<file path="config.mk">
export PLATFORM = sky130hd
export DESIGN_NAME = drive_turn_pid_controller_core_flat
export DESIGN_NICKNAME = d
export VERILOG_FILES = /design/src/rtl/dtpid_pkg.sv /design/src/rtl/dtpid_if.sv /design/src/rtl/drive_turn_pid_controller_core.sv /design/src/rtl/dtpid_mac.sv /design/src/flat_wrapper.sv
export VERILOG_INCLUDE_DIRS = /design/src /design/src/rtl
export SDC_FILE = /design/constraint.sdc
export NUM_CORES = 2
export LEC_CHECK = 0
export BUFFER_PORTS_ARGS = -buffer_cell sky130_fd_sc_hd__buf_4
export CAP_MARGIN = 0
export CORE_MARGIN = 1.5
export CORE_UTILIZATION = 30
export CTS_BUF_LIST = sky130_fd_sc_hd__clkbuf_8 sky130_fd_sc_hd__clkbuf_16
export DETAILED_ROUTE_END_ITERATION = 6
export PLACE_DENSITY = 0.49
export REMOVE_ABC_BUFFERS = 1
export SLEW_MARGIN = 20
export SYNTH_ARGS = -nofsm -noshare
export SYNTH_HDL_FRONTEND = slang
export SYNTH_SLANG_ARGS = --single-unit
</file>
<file path="constraint.sdc">
create_clock -name clk -period 9.2 [get_ports clk]
set_input_delay 0.46 -clock clk [delete_from_list [all_inputs] [get_ports clk]]
set_output_delay 0.46 -clock clk [all_outputs]
set_load 0.02 [all_outputs]
</file>
<file path="src/rtl/assert_macros.svh">
// Assertion macros used by the core RTL file of the drive/turn PID controller
`ifndef ASSERT_MACROS_SVH
`define ASSERT_MACROS_SVH

// Concurrent check on clk, switched off while rst_n is low
`define ASSERT_CLK(lbl, prop, msg) \
    lbl: assert property (@(posedge clk) disable iff (!rst_n) prop) else $error(msg);

// Implication check on clk: cons must hold in the cycle after ante
`define ASSERT_NEXT(lbl, ante, cons, msg) \
    lbl: assert property (@(posedge clk) disable iff (!rst_n) (ante) |=> (cons)) else $error(msg);

`endif

</file>
<file path="src/rtl/dtpid_pkg.sv">
// Package: widths, codes, reset values and transaction types of the drive/turn PID controller
package dtpid_pkg;

    // Field widths
    localparam int GAIN_W    = 16;
    localparam int GOAL_W    = 16;
    localparam int SPD_W     = 7;
    localparam int POS_W     = 24;
    localparam int POWER_W   = 8;
    localparam int MODE_W    = 2;
    localparam int CFG_IDX_W = 3;

    // Datapath widths
    localparam int TE_W       = POS_W + 1;        // heading difference
    localparam int ERR_W      = 27;               // drive error, turn error sign-extended
    localparam int DER_W      = ERR_W + 1;        // error difference
    localparam int MA_W       = GAIN_W + 1;       // multiplier operand a (gain, signed view)
    localparam int MB_W       = DER_W;            // multiplier operand b
    localparam int PROD_W     = MA_W + MB_W;
    localparam int ACC_W      = PROD_W + 3;
    localparam int RND_SHIFT  = 8;                // Q8.8 to integer
    localparam int ROUND_HALF = 1 << (RND_SHIFT - 1);
    localparam int CORR_W     = PROD_W - RND_SHIFT;

    // Input mode codes
    localparam logic [MODE_W-1:0] MODE_TICK  = 2'd0;
    localparam logic [MODE_W-1:0] MODE_DRIVE = 2'd1;
    localparam logic [MODE_W-1:0] MODE_TURN  = 2'd2;

    // Configuration register indexes
    localparam logic [CFG_IDX_W-1:0] REG_DRIVE_KP = 3'd0;
    localparam logic [CFG_IDX_W-1:0] REG_DRIVE_KI = 3'd1;
    localparam logic [CFG_IDX_W-1:0] REG_DRIVE_KD = 3'd2;
    localparam logic [CFG_IDX_W-1:0] REG_TURN_KP  = 3'd3;
    localparam logic [CFG_IDX_W-1:0] REG_TURN_KI  = 3'd4;
    localparam logic [CFG_IDX_W-1:0] REG_TURN_KD  = 3'd5;
    localparam logic [CFG_IDX_W-1:0] REG_HOLD_KP  = 3'd6;

    // Gain reset values (Q8.8)
    localparam logic [GAIN_W-1:0] DRIVE_KP_RST = 16'd26;
    localparam logic [GAIN_W-1:0] DRIVE_KI_RST = 16'd5;
    localparam logic [GAIN_W-1:0] DRIVE_KD_RST = 16'd8;
    localparam logic [GAIN_W-1:0] TURN_KP_RST  = 16'd95;
    localparam logic [GAIN_W-1:0] TURN_KI_RST  = 16'd3;
    localparam logic [GAIN_W-1:0] TURN_KD_RST  = 16'd38;
    localparam logic [GAIN_W-1:0] HOLD_KP_RST  = 16'd179;

    // Fixed constants
    localparam int COUNTS_PER_UNIT = 820;
    localparam int DRIVE_TOL       = 10;
    localparam int TURN_TOL        = 5;
    localparam int POWER_MAX       = 100;

    // Defaults of the integral clamp parameters
    localparam int DRIVE_INTEGRAL_LIMIT_DEF = 1000;
    localparam int TURN_INTEGRAL_MAX_DEF    = 700;
    localparam int TURN_INTEGRAL_MIN_DEF    = 5;

    // Command transaction
    typedef struct packed {
        logic [MODE_W-1:0]        mode;
        logic signed [GOAL_W-1:0] goal;
        logic [SPD_W-1:0]         speed_limit;
        logic signed [POS_W-1:0]  left_position;
        logic signed [POS_W-1:0]  right_position;
        logic signed [POS_W-1:0]  heading;
    } in_item_t;

    // Result transaction
    typedef struct packed {
        logic signed [POWER_W-1:0] left_power;
        logic signed [POWER_W-1:0] right_power;
        logic                      driving;
        logic                      turning;
        logic                      zero_encoders;
        logic                      move_done;
    } out_item_t;

    // Multiply-accumulate control
    typedef struct packed {
        logic load;     // accumulator takes the registered product
        logic add;      // accumulator adds the registered product
    } mac_ctrl_t;

endpackage

</file>
<file path="src/rtl/dtpid_if.sv">
// Valid/ready channel interfaces for command and result transactions
interface dtpid_cmd_if;
    logic                 valid;
    logic                 ready;
    dtpid_pkg::in_item_t  data;

    modport source (output valid, output data, input ready);
    modport sink   (input valid, input data, output ready);
endinterface

interface dtpid_res_if;
    logic                 valid;
    logic                 ready;
    dtpid_pkg::out_item_t data;

    modport source (output valid, output data, input ready);
    modport sink   (input valid, input data, output ready);
endinterface

</file>
<file path="src/rtl/drive_turn_pid_controller_core.sv">
// Top level: sequencer and state of the two-mode drive/turn PID controller
// From command acceptance to result valid a drive tick runs decode, MUL820, error, P, I, D,
// sum, PID, heading correction, output and finish; a turn tick skips MUL820 and the correction;
// a start command, idle tick or unused mode code goes from decode to finish. A new command is
// taken only in idle; the sequence on the single shared multiplier runs first, and a stalled
// result holds the block in finish longer. Reset: move state and heading reference cleared,
// gains back to their defaults; no clearing pass, the block is ready as soon as reset ends.
`include "assert_macros.svh"

module drive_turn_pid_controller_core #(
    parameter int DRIVE_INTEGRAL_LIMIT = dtpid_pkg::DRIVE_INTEGRAL_LIMIT_DEF,
    parameter int TURN_INTEGRAL_MAX    = dtpid_pkg::TURN_INTEGRAL_MAX_DEF,
    parameter int TURN_INTEGRAL_MIN    = dtpid_pkg::TURN_INTEGRAL_MIN_DEF
) (
    input  logic                                  clk,
    input  logic                                  rst_n,
    dtpid_cmd_if.sink                             cmd,
    dtpid_res_if.source                           result,
    input  logic                                  cfg_wen,
    input  logic [dtpid_pkg::CFG_IDX_W-1:0]       cfg_index,
    input  logic [dtpid_pkg::GAIN_W-1:0]          cfg_wdata
);

    localparam int GAIN_W    = dtpid_pkg::GAIN_W;
    localparam int GOAL_W    = dtpid_pkg::GOAL_W;
    localparam int SPD_W     = dtpid_pkg::SPD_W;
    localparam int POS_W     = dtpid_pkg::POS_W;
    localparam int POWER_W   = dtpid_pkg::POWER_W;
    localparam int TE_W      = dtpid_pkg::TE_W;
    localparam int ERR_W     = dtpid_pkg::ERR_W;
    localparam int DER_W     = dtpid_pkg::DER_W;
    localparam int MA_W      = dtpid_pkg::MA_W;
    localparam int MB_W      = dtpid_pkg::MB_W;
    localparam int PROD_W    = dtpid_pkg::PROD_W;
    localparam int ACC_W     = dtpid_pkg::ACC_W;
    localparam int CORR_W    = dtpid_pkg::CORR_W;
    localparam int RND_SHIFT = dtpid_pkg::RND_SHIFT;
    localparam int SUM_W     = CORR_W + 1;

    // Integral widths follow the clamp parameters
    localparam int DIW   = $clog2(DRIVE_INTEGRAL_LIMIT + 1) + 1;
    localparam int T_TOP = (TURN_INTEGRAL_MAX > TURN_INTEGRAL_MIN) ?
                           TURN_INTEGRAL_MAX : TURN_INTEGRAL_MIN;
    localparam int TIW   = $clog2(T_TOP + 1);

    // Signed constants
    localparam logic signed [DER_W-1:0]   D_LIM_HI  = DER_W'(DRIVE_INTEGRAL_LIMIT);
    localparam logic signed [DER_W-1:0]   D_LIM_LO  = -D_LIM_HI;
    localparam logic signed [DER_W-1:0]   T_INT_MAX = DER_W'(TURN_INTEGRAL_MAX);
    localparam logic signed [DER_W-1:0]   T_INT_MIN = DER_W'(TURN_INTEGRAL_MIN);
    localparam logic signed [MA_W-1:0]    CPU_A     = MA_W'(dtpid_pkg::COUNTS_PER_UNIT);
    localparam logic signed [ERR_W-1:0]   D_TOL     = ERR_W'(dtpid_pkg::DRIVE_TOL);
    localparam logic signed [ERR_W-1:0]   T_TOL     = ERR_W'(dtpid_pkg::TURN_TOL);
    localparam logic signed [SUM_W-1:0]   PMAX_S    = SUM_W'(dtpid_pkg::POWER_MAX);
    localparam logic signed [POWER_W-1:0] PMAX_P    = POWER_W'(dtpid_pkg::POWER_MAX);
    localparam logic [SPD_W-1:0]          SPD_MAX   = SPD_W'(dtpid_pkg::POWER_MAX);
    localparam logic signed [ACC_W-1:0]   ACC_HALF  = ACC_W'(dtpid_pkg::ROUND_HALF);
    localparam logic signed [PROD_W-1:0]  PROD_HALF = PROD_W'(dtpid_pkg::ROUND_HALF);

    typedef enum logic [3:0] {
        S_IDLE,
        S_DECODE,
        S_MUL820,
        S_ERR,
        S_P,
        S_I,
        S_D,
        S_SUM,
        S_PID,
        S_CORR,
        S_OUT,
        S_FIN
    } state_t;

    // Control and move state
    state_t                    state_reg, state_next;
    logic                      drive_busy_reg, drive_busy_next;
    logic                      turn_busy_reg, turn_busy_next;
    logic                      is_turn_reg, is_turn_next;
    logic signed [GOAL_W-1:0]  target_reg, target_next;
    logic [SPD_W-1:0]          plimit_reg, plimit_next;
    logic signed [DIW-1:0]     dinteg_reg, dinteg_next;
    logic [TIW-1:0]            tinteg_reg, tinteg_next;
    logic signed [ERR_W-1:0]   last_derr_reg, last_derr_next;
    logic signed [TE_W-1:0]    last_terr_reg, last_terr_next;
    logic signed [POS_W-1:0]   href_reg, href_next;
    logic                      res_valid_reg, res_valid_next;

    // Gains
    logic [GAIN_W-1:0]         drive_kp_reg, drive_ki_reg, drive_kd_reg;
    logic [GAIN_W-1:0]         turn_kp_reg, turn_ki_reg, turn_kd_reg, hold_kp_reg;

    // Payload registers
    dtpid_pkg::in_item_t       item_reg, item_next;
    logic signed [ERR_W-1:0]   err_reg, err_next;
    logic signed [DER_W-1:0]   der_reg, der_next;
    logic signed [TE_W-1:0]    hdiff_reg, hdiff_next;
    logic signed [POWER_W-1:0] pid_reg, pid_next;
    logic signed [CORR_W-1:0]  corr_reg, corr_next;
    logic signed [POWER_W-1:0] lp_reg, lp_next;
    logic signed [POWER_W-1:0] rp_reg, rp_next;
    logic                      done_reg, done_next;
    dtpid_pkg::out_item_t      res_data_reg, res_data_next;

    // Shared multiplier
    dtpid_pkg::mac_ctrl_t      mac_ctrl;
    logic signed [MA_W-1:0]    mul_a;
    logic signed [MB_W-1:0]    mul_b;
    logic signed [PROD_W-1:0]  prod;
    logic signed [ACC_W-1:0]   acc;

    // Intermediate arithmetic
    logic                      cmd_acc;
    logic                      res_free;
    logic [GAIN_W-1:0]         kp_sel, ki_sel, kd_sel;
    logic signed [POS_W:0]     pos_sum;
    logic signed [POS_W:0]     pos_avg;
    logic signed [ERR_W-1:0]   drive_err;
    logic signed [ERR_W-1:0]   turn_err;
    logic signed [ERR_W-1:0]   last_err;
    logic signed [DER_W-1:0]   dsum;
    logic signed [DER_W-1:0]   tsum;
    logic signed [ACC_W-1:0]   racc;
    logic signed [ACC_W-1:0]   plim_s;
    logic signed [PROD_W-1:0]  rprod;
    logic signed [SUM_W-1:0]   lsum, rsum;
    logic signed [ERR_W-1:0]   tol;
    logic                      in_tol;

    assign cmd_acc  = cmd.valid && cmd.ready;
    assign res_free = !res_valid_reg || result.ready;

    assign cmd.ready     = (state_reg == S_IDLE);
    assign result.valid  = res_valid_reg;
    assign result.data   = res_data_reg;

    // Gain selection by move type
    assign kp_sel = is_turn_reg ? turn_kp_reg : drive_kp_reg;
    assign ki_sel = is_turn_reg ? turn_ki_reg : drive_ki_reg;
    assign kd_sel = is_turn_reg ? turn_kd_reg : drive_kd_reg;

    // Error terms
    assign pos_sum   = (POS_W + 1)'(item_reg.left_position)
                     + (POS_W + 1)'(item_reg.right_position);
    assign pos_avg   = pos_sum >>> 1;
    assign drive_err = $signed(prod[ERR_W-1:0]) - ERR_W'(pos_avg);
    assign turn_err  = ERR_W'(target_reg) - ERR_W'(item_reg.heading);
    assign last_err  = is_turn_reg ? ERR_W'(last_terr_reg) : last_derr_reg;
    assign dsum      = DER_W'(err_reg) + DER_W'(dinteg_reg);
    assign tsum      = DER_W'(err_reg) + DER_W'($signed({1'b0, tinteg_reg}));

    // Rounding and output sums
    assign racc   = (acc + ACC_HALF) >>> RND_SHIFT;
    assign plim_s = ACC_W'($signed({1'b0, plimit_reg}));
    assign rprod  = (prod + PROD_HALF) >>> RND_SHIFT;
    assign lsum   = SUM_W'(pid_reg) - SUM_W'(corr_reg);
    assign rsum   = SUM_W'(pid_reg) + SUM_W'(corr_reg);
    assign tol    = is_turn_reg ? T_TOL : D_TOL;
    assign in_tol = (err_reg <= tol) && (err_reg >= -tol);

    // Multiplier operands and accumulator control by step
    always_comb
    begin
        mul_a         = '0;
        mul_b         = '0;
        mac_ctrl.load = 1'b0;
        mac_ctrl.add  = 1'b0;
        case (state_reg)
            S_MUL820:
            begin
                mul_a = CPU_A;
                mul_b = MB_W'(target_reg);
            end
            S_P:
            begin
                mul_a = $signed({1'b0, kp_sel});
                mul_b = MB_W'(err_reg);
            end
            S_I:
            begin
                mul_a         = $signed({1'b0, ki_sel});
                mul_b         = is_turn_reg ? MB_W'($signed({1'b0, tinteg_reg}))
                                            : MB_W'(dinteg_reg);
                mac_ctrl.load = 1'b1;
            end
            S_D:
            begin
                mul_a        = $signed({1'b0, kd_sel});
                mul_b        = der_reg;
                mac_ctrl.add = 1'b1;
            end
            S_SUM:
            begin
                mac_ctrl.add = 1'b1;
            end
            S_PID:
            begin
                mul_a = $signed({1'b0, hold_kp_reg});
                mul_b = MB_W'(hdiff_reg);
            end
            default:
            begin
                mul_a = '0;
            end
        endcase
    end

    dtpid_mac u_mac (
        .clk  (clk),
        .ctrl (mac_ctrl),
        .op_a (mul_a),
        .op_b (mul_b),
        .prod (prod),
        .acc  (acc)
    );

    // Sequencer and next-state logic
    always_comb
    begin
        state_next      = state_reg;
        drive_busy_next = drive_busy_reg;
        turn_busy_next  = turn_busy_reg;
        is_turn_next    = is_turn_reg;
        target_next     = target_reg;
        plimit_next     = plimit_reg;
        dinteg_next     = dinteg_reg;
        tinteg_next     = tinteg_reg;
        last_derr_next  = last_derr_reg;
        last_terr_next  = last_terr_reg;
        href_next       = href_reg;
        res_valid_next  = res_valid_reg && !result.ready;
        item_next       = item_reg;
        err_next        = err_reg;
        der_next        = der_reg;
        hdiff_next      = hdiff_reg;
        pid_next        = pid_reg;
        corr_next       = corr_reg;
        lp_next         = lp_reg;
        rp_next         = rp_reg;
        done_next       = done_reg;
        res_data_next   = res_data_reg;

        case (state_reg)
            S_IDLE:
            begin
                if (cmd_acc)
                begin
                    item_next  = cmd.data;
                    state_next = S_DECODE;
                end
            end
            S_DECODE:
            begin
                lp_next    = '0;
                rp_next    = '0;
                done_next  = 1'b0;
                hdiff_next = TE_W'(item_reg.heading) - TE_W'(href_reg);
                state_next = S_FIN;
                if ((item_reg.mode == dtpid_pkg::MODE_DRIVE) ||
                    (item_reg.mode == dtpid_pkg::MODE_TURN))
                begin
                    // start command: new target and limit, other move dropped
                    target_next     = item_reg.goal;
                    plimit_next     = (item_reg.speed_limit > SPD_MAX) ? SPD_MAX
                                                                       : item_reg.speed_limit;
                    drive_busy_next = (item_reg.mode == dtpid_pkg::MODE_DRIVE);
                    turn_busy_next  = (item_reg.mode == dtpid_pkg::MODE_TURN);
                end
                else if (item_reg.mode == dtpid_pkg::MODE_TICK)
                begin
                    if (drive_busy_reg)
                    begin
                        is_turn_next = 1'b0;
                        state_next   = S_MUL820;
                    end
                    else if (turn_busy_reg)
                    begin
                        is_turn_next = 1'b1;
                        state_next   = S_ERR;
                    end
                end
            end
            S_MUL820:
            begin
                state_next = S_ERR;
            end
            S_ERR:
            begin
                err_next   = is_turn_reg ? turn_err : drive_err;
                state_next = S_P;
            end
            S_P:
            begin
                // derivative, integral clamp, previous error
                der_next = DER_W'(err_reg) - DER_W'(last_err);
                if (is_turn_reg)
                begin
                    if (tsum >= T_INT_MAX)
                    begin
                        tinteg_next = T_INT_MAX[TIW-1:0];
                    end
                    else if (tsum <= T_INT_MIN)
                    begin
                        tinteg_next = T_INT_MIN[TIW-1:0];
                    end
                    else
                    begin
                        tinteg_next = tsum[TIW-1:0];
                    end
                    last_terr_next = err_reg[TE_W-1:0];
                end
                else
                begin
                    if (dsum > D_LIM_HI)
                    begin
                        dinteg_next = D_LIM_HI[DIW-1:0];
                    end
                    else if (dsum < D_LIM_LO)
                    begin
                        dinteg_next = D_LIM_LO[DIW-1:0];
                    end
                    else
                    begin
                        dinteg_next = dsum[DIW-1:0];
                    end
                    last_derr_next = err_reg;
                end
                state_next = S_I;
            end
            S_I:
            begin
                state_next = S_D;
            end
            S_D:
            begin
                state_next = S_SUM;
            end
            S_SUM:
            begin
                state_next = S_PID;
            end
            S_PID:
            begin
                // round the PID sum and clamp to the move's power limit
                if (racc > plim_s)
                begin
                    pid_next = plim_s[POWER_W-1:0];
                end
                else if (racc < -plim_s)
                begin
                    pid_next = -plim_s[POWER_W-1:0];
                end
                else
                begin
                    pid_next = racc[POWER_W-1:0];
                end
                state_next = is_turn_reg ? S_OUT : S_CORR;
            end
            S_CORR:
            begin
                corr_next  = rprod[CORR_W-1:0];
                state_next = S_OUT;
            end
            S_OUT:
            begin
                if (is_turn_reg)
                begin
                    lp_next = pid_reg;
                    rp_next = -pid_reg;
                end
                else
                begin
                    // heading hold: left minus, right plus, each saturated
                    if (lsum > PMAX_S)
                    begin
                        lp_next = PMAX_P;
                    end
                    else if (lsum < -PMAX_S)
                    begin
                        lp_next = -PMAX_P;
                    end
                    else
                    begin
                        lp_next = lsum[POWER_W-1:0];
                    end
                    if (rsum > PMAX_S)
                    begin
                        rp_next = PMAX_P;
                    end
                    else if (rsum < -PMAX_S)
                    begin
                        rp_next = -PMAX_P;
                    end
                    else
                    begin
                        rp_next = rsum[POWER_W-1:0];
                    end
                end
                done_next = in_tol;
                if (in_tol)
                begin
                    // move complete: clear move state
                    if (is_turn_reg)
                    begin
                        href_next = POS_W'(target_reg);
                    end
                    drive_busy_next = 1'b0;
                    turn_busy_next  = 1'b0;
                    target_next     = '0;
                    plimit_next     = '0;
                    dinteg_next     = '0;
                    tinteg_next     = '0;
                    last_derr_next  = '0;
                    last_terr_next  = '0;
                end
                state_next = S_FIN;
            end
            S_FIN:
            begin
                if (res_free)
                begin
                    res_valid_next               = 1'b1;
                    res_data_next.left_power     = lp_reg;
                    res_data_next.right_power    = rp_reg;
                    res_data_next.driving        = drive_busy_reg;
                    res_data_next.turning        = turn_busy_reg;
                    res_data_next.zero_encoders  = done_reg;
                    res_data_next.move_done      = done_reg;
                    state_next                   = S_IDLE;
                end
            end
            default:
            begin
                state_next = S_IDLE;
            end
        endcase
    end

    // Control state, move state and gains
    always_ff @(posedge clk or negedge rst_n)
    begin
        if (!rst_n)
        begin
            state_reg      <= S_IDLE;
            drive_busy_reg <= 1'b0;
            turn_busy_reg  <= 1'b0;
            is_turn_reg    <= 1'b0;
            target_reg     <= '0;
            plimit_reg     <= '0;
            dinteg_reg     <= '0;
            tinteg_reg     <= '0;
            last_derr_reg  <= '0;
            last_terr_reg  <= '0;
            href_reg       <= '0;
            res_valid_reg  <= 1'b0;
            drive_kp_reg   <= dtpid_pkg::DRIVE_KP_RST;
            drive_ki_reg   <= dtpid_pkg::DRIVE_KI_RST;
            drive_kd_reg   <= dtpid_pkg::DRIVE_KD_RST;
            turn_kp_reg    <= dtpid_pkg::TURN_KP_RST;
            turn_ki_reg    <= dtpid_pkg::TURN_KI_RST;
            turn_kd_reg    <= dtpid_pkg::TURN_KD_RST;
            hold_kp_reg    <= dtpid_pkg::HOLD_KP_RST;
        end
        else
        begin
            state_reg      <= state_next;
            drive_busy_reg <= drive_busy_next;
            turn_busy_reg  <= turn_busy_next;
            is_turn_reg    <= is_turn_next;
            target_reg     <= target_next;
            plimit_reg     <= plimit_next;
            dinteg_reg     <= dinteg_next;
            tinteg_reg     <= tinteg_next;
            last_derr_reg  <= last_derr_next;
            last_terr_reg  <= last_terr_next;
            href_reg       <= href_next;
            res_valid_reg  <= res_valid_next;
            if (cfg_wen)
            begin
                case (cfg_index)
                    dtpid_pkg::REG_DRIVE_KP: drive_kp_reg <= cfg_wdata;
                    dtpid_pkg::REG_DRIVE_KI: drive_ki_reg <= cfg_wdata;
                    dtpid_pkg::REG_DRIVE_KD: drive_kd_reg <= cfg_wdata;
                    dtpid_pkg::REG_TURN_KP:  turn_kp_reg  <= cfg_wdata;
                    dtpid_pkg::REG_TURN_KI:  turn_ki_reg  <= cfg_wdata;
                    dtpid_pkg::REG_TURN_KD:  turn_kd_reg  <= cfg_wdata;
                    dtpid_pkg::REG_HOLD_KP:  hold_kp_reg  <= cfg_wdata;
                    default:                 hold_kp_reg  <= hold_kp_reg;
                endcase
            end
        end
    end

    // Payload registers
    always_ff @(posedge clk)
    begin
        item_reg     <= item_next;
        err_reg      <= err_next;
        der_reg      <= der_next;
        hdiff_reg    <= hdiff_next;
        pid_reg      <= pid_next;
        corr_reg     <= corr_next;
        lp_reg       <= lp_next;
        rp_reg       <= rp_next;
        done_reg     <= done_next;
        res_data_reg <= res_data_next;
    end

    // Checks
    `ASSERT_CLK(a_busy_excl, !(drive_busy_reg && turn_busy_reg), "drive and turn both active")
    `ASSERT_CLK(a_dinteg_rng, (DER_W'(dinteg_reg) <= D_LIM_HI) && (DER_W'(dinteg_reg) >= D_LIM_LO), "drive integral outside its clamp")
    `ASSERT_NEXT(a_done_clears, (state_reg == S_OUT) && in_tol, !drive_busy_reg && !turn_busy_reg, "completed move still active")
    `ASSERT_CLK(a_res_power, !res_valid_reg || ((res_data_reg.left_power <= PMAX_P) && (res_data_reg.left_power >= -PMAX_P) && (res_data_reg.right_power <= PMAX_P) && (res_data_reg.right_power >= -PMAX_P)), "motor power out of range")
    `ASSERT_NEXT(a_acc_decode, cmd.valid && cmd.ready, state_reg == S_DECODE, "accepted command not decoded")

endmodule

</file>
<file path="src/rtl/dtpid_mac.sv">
// Shared multiplier with registered product and a product accumulator
module dtpid_mac (
    input  logic                                   clk,
    input  dtpid_pkg::mac_ctrl_t                   ctrl,
    input  logic signed [dtpid_pkg::MA_W-1:0]      op_a,
    input  logic signed [dtpid_pkg::MB_W-1:0]      op_b,
    output logic signed [dtpid_pkg::PROD_W-1:0]    prod,
    output logic signed [dtpid_pkg::ACC_W-1:0]     acc
);

    localparam int PROD_W = dtpid_pkg::PROD_W;
    localparam int ACC_W  = dtpid_pkg::ACC_W;

    logic signed [PROD_W-1:0] prod_reg;
    logic signed [ACC_W-1:0]  acc_reg;
    logic signed [ACC_W-1:0]  acc_next;

    // Accumulator update
    always_comb
    begin
        acc_next = acc_reg;
        if (ctrl.load)
        begin
            acc_next = ACC_W'(prod_reg);
        end
        else if (ctrl.add)
        begin
            acc_next = acc_reg + ACC_W'(prod_reg);
        end
    end

    // Product register, then accumulator
    always_ff @(posedge clk)
    begin
        prod_reg <= op_a * op_b;
        acc_reg  <= acc_next;
    end

    assign prod = prod_reg;
    assign acc  = acc_reg;

endmodule

</file>
<file path="src/flat_wrapper.sv">
// flat-port wrapper written by rule: the top's interface ports become plain ports
module drive_turn_pid_controller_core_flat 
#(
    parameter int DRIVE_INTEGRAL_LIMIT = dtpid_pkg::DRIVE_INTEGRAL_LIMIT_DEF,
    parameter int TURN_INTEGRAL_MAX    = dtpid_pkg::TURN_INTEGRAL_MAX_DEF,
    parameter int TURN_INTEGRAL_MIN    = dtpid_pkg::TURN_INTEGRAL_MIN_DEF
)
  (clk, rst_n, cfg_wen, cfg_index, cfg_wdata, cmd_valid, cmd_data, cmd_ready, result_valid, result_data, result_ready);
  dtpid_cmd_if cmd_i ();
  dtpid_res_if result_i ();
  input  logic clk;
  input  logic rst_n;
  input  logic cfg_wen;
  input  logic [dtpid_pkg::CFG_IDX_W-1:0] cfg_index;
  input  logic [dtpid_pkg::GAIN_W-1:0] cfg_wdata;
  input wire logic [$bits(cmd_i.valid)-1:0] cmd_valid;
  input wire logic [$bits(cmd_i.data)-1:0] cmd_data;
  output wire logic [$bits(cmd_i.ready)-1:0] cmd_ready;
  output wire logic [$bits(result_i.valid)-1:0] result_valid;
  output wire logic [$bits(result_i.data)-1:0] result_data;
  input wire logic [$bits(result_i.ready)-1:0] result_ready;
  assign cmd_i.valid = cmd_valid;
  assign cmd_i.data = cmd_data;
  assign cmd_ready = cmd_i.ready;
  assign result_valid = result_i.valid;
  assign result_data = result_i.data;
  assign result_i.ready = result_ready;
  drive_turn_pid_controller_core #(.DRIVE_INTEGRAL_LIMIT(DRIVE_INTEGRAL_LIMIT), .TURN_INTEGRAL_MAX(TURN_INTEGRAL_MAX), .TURN_INTEGRAL_MIN(TURN_INTEGRAL_MIN)) u_core (.clk(clk), .rst_n(rst_n), .cmd(cmd_i), .result(result_i), .cfg_wen(cfg_wen), .cfg_index(cfg_index), .cfg_wdata(cfg_wdata));
endmodule
</file>
== Word-level counts from Yosys, hierarchy flattened ==
Index checks and enable logic that the tools add are counted.
Widths: inputs -> output; s select.
Word-level totals
  RAM bits: 0
  memories kept: 0
  input port bits: 121
  output and inout port bits: 22
  word-level logic and storage cells: 191
  bits in read-only memories: 0
  register bits: 583
  bits in latches: 0
Operators by class
  equality and inequality tests: 25
  multiply operators: 1
  order comparisons: 13
  muxes and demuxes: 64
  add/subtract/negate cells: 16
  shift-type cells: 0
  div/mod/pow operators: 0
  bitwise gates (word level): 1
  reductions and logical operators: 30
Operators by type and width (count)
  $pmux 28 s5: 1
  $mux 27: 4
  $mux 48: 2
  $mux 16: 5
  $pmux 16 s5: 1
  $gt 38x8->1 const B: 2
  $lt 38x8->1 const B: 2
  $add 27x11->28: 2
  $mux 8: 7
  $pmux 27 s2: 1
  $mux 25: 2
  $pmux 25 s2: 1
  $add 48x45->48: 1
  $add 48x9->48 const B: 1
  $lt 40x48->1: 1
  $neg 7->48: 1
  $pmux 4 s12: 1
  $add 45x9->45 const B: 1
  $mul 17x28->45: 1
  $mux 11: 4
  $gt 40x8->1: 1
  $mux 10: 4
  $add 8x37->38: 1
  $sub 8x37->38: 1
  other kinds (49): 102

== Logic depth before layout (Yosys ltp) ==
  depth after elaboration: 6
  mapped depth: 36
  mapped depth without buffers: 32

== Cells and area by module ==
Synthesis repeated with hierarchy kept, for this count alone.
Unflattened totals
  cell total of the unflattened synthesis: 6079
  area, all modules: 57141.1 um^2
Modules (own cells, without submodules)
  drive_turn_pid_controller_core: area an instance 35266.3 um^2, cells each 3673, sequential area each 13580.5 um^2, times used 1
  dtpid_mac: area an instance 21874.7 um^2, cells each 2406, sequential area each 2342.2 um^2, times used 1

== Worst setup path before layout ==
No wires, ideal clock.
  path kind: reg-to-reg
  from: register u_core.state_reg[0]
  to: register u_core.u_mac.prod_reg[44] (netlist: u_core.u_mac.prod[44])
  cell stages (with the launch flop): 35
  period minus slack after synthesis: 8638 ps
  arrival time: 8517 ps
  buffers on the path: 5
  data required time: 9079 ps
  path slack: 562 ps
  library setup time: 121 ps
  cell sequence: dfrtp_1 > clkbuf_1 > nor2_1 > nand2_1 > inv_2 > clkbuf_1 > clkbuf_1 > nand2_1 > nand4_1 > clkbuf_1 > nand2_1 > fa_1 > inv_1 > fa_1 > fa_1 > fa_1 > fa_1 > inv_1 > fa_1 > inv_1 > ha_1 > clkbuf_1 > nand2_1 > o21ai_0 > a31oi_1 > o21a_1 > o211ai_1 > a31oi_1 > o21ai_0 > nand4_1 > a31oi_1 > a41oi_1 > o21ai_0 > a21oi_1 > xnor2_1
Between the ends
  word-level cells in the longest chain between the ends: 3
  elaborated cells on any way between the ends: 8
  classes of those cells: 1 x mul; 5 x eq/ne; 2 x mux
Ends and longest elaborated chain
  start, declared: RTL line drive_turn_pid_controller_core.sv:76  | state_t state_reg, state_next;
  start signal, assigned: RTL line drive_turn_pid_controller_core.sv:466  | state_reg <= state_next;
  $eq 4x4->1, or another cell as far along: RTL line drive_turn_pid_controller_core.sv:168  | case (state_reg)
  $pmux 16 s5 or $pmux 28 s5 (tied branches): RTL line drive_turn_pid_controller_core.sv:168
  $mul 17x28->45 (*): RTL line dtpid_mac.sv:35  | prod_reg <= op_a * op_b;
  end signal, assigned: RTL line dtpid_mac.sv:35
  end, declared: RTL line dtpid_mac.sv:14  | logic signed [PROD_W-1:0] prod_reg;
Mark *: on every way between the ends. The rest lies on a longest branch, timed or not.
A chain may end at the register's enable or synchronous reset.

== Worst setup path after layout ==
  from: register u_core.state_reg[2]
  to: register u_core.u_mac.prod_reg[44] (netlist: u_core.u_mac.prod[44])
Same word-level chain as after synthesis.

==> results <==
- The net switching component of the power is 9.09 mW.
- In the synthesized netlist, mux cells make up 4.26% of the area.
- With fillers left out, the area of the finished cells amounts to 64100 µm².
- After Yosys synthesis, and, or, nand and nor cells account for 15.5% of the synthesized area.
- The top cell types in the final layout, fill and taps aside, are inv_1 (752), nand2_1 (684), nor2_1 (487).
- The number of different library cells used by synthesis comes to 108.
- The largest buffer count on any clock path is 3.
- The number of storage elements in the synthesis netlist is 583.
- During synthesis, Yosys emitted a total of 0 warnings.
- The main flop type after synthesis is edfxtp_1.
- The share of total power in sequential cells is 23.2%.
- On the final layout, the worst hold slack is 0.0838 ns.
- The compound-gate portion of the synthesized area is 13.8%.
- The largest net degree at the start of global routing is 128.
- The slowest stage cell on the critical path is nand4_1.
- The number of antenna violations at the first check in global routing is 6.
- The HPWL after detailed placement is 138000 µm.
- The via count of the first global-routing pass was 45202.
- CTS placed an instance of clkbuf_16 at the clock tree root.
- The share of total power in combinational logic is 61.1%.
- Post-CTS timing repair inserted 0 buffers for setup.
- The average wire per cell in the routed design is 19.7 µm.
- The data required time of the critical path is 9.77 ns.
- The number of sinks driven by the clock tree is 583.
- The clock tree from TritonCTS is yes.
- The weighted congestion reported at the end of routability-driven placement is 0.917.
- The initial detailed-routing violation count is 2929.
- The run finished with clean final reports.
- Dividing the detail-routed via count by the number of cells gives 5.00.
- The worst pin sits at a relative slew slack of 24.5%.
- Summing the areas of all xor and xnor instances in the mapped netlist gives 5.45% of the synthesized area.
- The maximum net fanout on the critical path is 20.
- The worst hold path belongs to the class primary input to flop.
- The proportion of layout cells with a drive suffix above 1 is 10.0%.
- The die width is 435 µm.
- The longest individual stage delay on the worst path is 0.65 ns.
- The power density over the cells is 294 nW/µm².
- Counting both buffers and inverters, the worst setup path holds a total of 5.
- In this run the remaining antenna-violating nets after routing total 0.
- The clock share of power is 15.7%.
- The leakage component of the power is 28.4 nW.
- During placement, the flow inserted port buffers numbering 142.
- The data arrival time of the critical path is 9.38 ns.
- Averaged over all synthesized cells, the footprint is 9.29 µm².
- The vertical extent of the die is 435 µm.
- For this configuration, the core starts out at a cell density of 30.2%.
- The overall global routing resource usage is 18.4%.
- The final layout contains routed wiring with a total length of 174000 µm.
- Max-cap violations in this run came to 0.
- The area of the placeable core is 185000 µm².
- The final worst-path cycle share is 95.8%.
- The die covers 189000 µm².
- By area, the combinational part of the netlist is dominated by adder cells.
- The critical path startpoint category is a flop.
- The type of the worst setup path is flop to flop.
- The global-route wire length before repair is 268000 µm.
- The measured slew at the worst slew-check pin is 1.13 ns.
- The number of endpoints with negative hold slack in the final report was 0.
- The clock skew after layout is 0.0404 ns.
- In this run, synthesis inferred 306 flip-flops with an integrated enable.
- At the end of the flow, the number of nets in the layout was 7301.
- The clock tree synthesis step divided the H-tree into 3 levels.
- The family with the most delay on the worst path is adder cells.
- Clock tree synthesis inserted a total of 74 buffers.
- The detailed-routing iteration count for the pre-antenna-repair pass is 6.
- The final setup TNS is 0 ns.
- The number of remaining DRC errors is 0.
- In this design, the critical path's most frequently occurring cell is fa_1.
- Setup repair after global routing left no endpoint under its margin.
- The final core utilization is 34.6%.
- The max-slew violation total from the final report is 0.
- Summing the areas of all fa, ha and maj instances in the mapped netlist gives 26.1% of the synthesized area.
- The register with the most flip-flops in the layout has 97 of them.
- The switching share of total power is 48.2%.
- The instance area at placement is 60500 µm².
- The instance count of the mapped netlist is 6017.
- The area overhead of the layout relative to synthesis is 14.7%.
- The area of the mapped netlist is 55900 µm².
- The shortest clock period the worst path allows after layout is 8.81 ns.
- Timing would allow up to 114 MHz.
- The design draws 18.9 mW.
- The internal power contribution is 9.77 mW.
- After global routing the overflow that remains totals 0.
- Counting flops with an async set or reset pin after synthesis yields a share of 39.8%.
- Across the VDD grid, the largest voltage drop is 171 µV.
- Leaving out fill and tap cells, the most frequent cell in the layout is inv_1.
- The via total after detailed routing is 44111.
- The CTS clock-pin slew for the worst setup and hold paths is 0.06 ns.
- STA classifies the critical path endpoint as a flop.
- After synthesis, flip-flops and latches occupy 28.5% of the total area.
- The floorplan has 158 rows.
- The number of fillers in the final layout is 18906.
- The clock latency on the worst-skew pair is 0.71 ns.
- 143 I/O pins were placed.
- Setup violations remaining at the end of the flow were counted as 0.
==> final cells by class <==
class                   instances  area [µm²]  share of cell area (%)
multi-input cells            4493       36600                    57.0
flip-flops and latches        583       15900                    24.8
repair buffers                390        3240                    5.05
well taps                    2480        3100                    4.84
inverters                     739        2770                    4.33
clock buffers                  80        1960                    3.05
clock inverters                57         523                   0.816
diodes                          4        10.0                  0.0156
==> worst paths after layout <==
check,start,end,slack (ns),cells past startpoint
max,u_core.state_reg[2],u_core.u_mac.prod[44],0.39,30
min,cfg_wdata[2],u_core.turn_kp_reg[2],0.08,2
max reg2reg,u_core.state_reg[2],u_core.u_mac.prod[44],0.39,30
min reg2reg,u_core.lp_reg[0],u_core.result.data[12],0.41,0
max in group asynchronous,rst_n,u_core.plimit_reg[5],7.24,3
min in group asynchronous,rst_n,u_core.turn_kd_reg[14],0.44,2
==> worst reg2reg max path, delay by kind of cell (launching register included) <==
| kind | cells | cell delay [ns] |
|---|---|---|
| flip-flops | 1 | 0.34 |
| AND/OR/NAND/NOR | 5 | 1.46 |
| buffers and inverters | 5 | 0.55 |
| AO/OA/AOI/OAI | 12 | 2.85 |
| adder cells (fa/ha/maj) | 7 | 3.41 |
| XOR/XNOR | 1 | 0.08 |
==> cell usage after synthesis, types with 78 or more instances <==
cell type,count,area share [%]
inv_1,735,4.9
nand2_1,687,4.6
nor2_1,494,3.3
ha_1,456,10
fa_1,443,16
edfxtp_1,306,16
a21oi_1,299,2.7
o21ai_0,253,2.3
xnor2_1,244,3.8
dfrtp_1,210,9.4
clkbuf_1,168,1.1
nand3_1,131,1.2
mux2_2,128,2.6
a21o_1,120,1.6
xor2_1,104,1.6
nor3_1,97,0.87
mux2i_1,94,1.7
nand4_1,78,0.87
==> cells by family (layout without fill, tap and decap cells) <==
family                     count (synthesis)  in the layout
other                                      0              4
xor gates and xnor gates                 348            348
and+or+nand+nor                         1858           1858
muxes                                    222            222
DFF                                      583            583
adders and majority gates                899            899
AOI/OAI and AO/OA                       1166           1166
buffers and inverters                    941           1266
==> layer usage <==
layer	share of wire, %	wire (µm)	up-vias	track usage [%]
met4	4.1	7090	8	6.96
met3	4.7	8180	256	3.06
met5	0.048	84	-	0
li1	-	-	21196	-
met2	47	81000	968	30.8
met1	45	77800	21683	23.9
==> repair_timing <==
item | 4_1_cts | 5_1_grt
hold buffers | 111 | 0
endpoints found under the setup margin | 0 | 2
hold endpoints to repair | 266 | 0
resized for setup | 0 | 1
==> power by group through the flow <==
stage | clock [mW] | sequential (mW) | combinational (mW)
final | 2.97 | 4.37 | 11.5
after global routing | 3.17 | 4.45 | 12.8
after CTS | 3.07 | 4.38 | 11.5
after detailed placement | 0 | 4.42 | 11.5
after global placement | 0 | 4.41 | 11.3
after floorplan | 0 | 4.24 | 7.90
==> metrics by stage <==
| stage | setup WS [ns] | instances |
|---|---|---|
| 6_report | 0.391 | 8826 |
| 3_3_place_gp | 0.488 | 8574 |
| 2_1_floorplan | -3.57 | 5815 |
| 4_1_cts | 0.351 | 8822 |
| 3_5_place_dp | 0.386 | 8574 |
| 5_1_grt | 0.0136 | 8822 |
(Power assumes the default switching activity.)
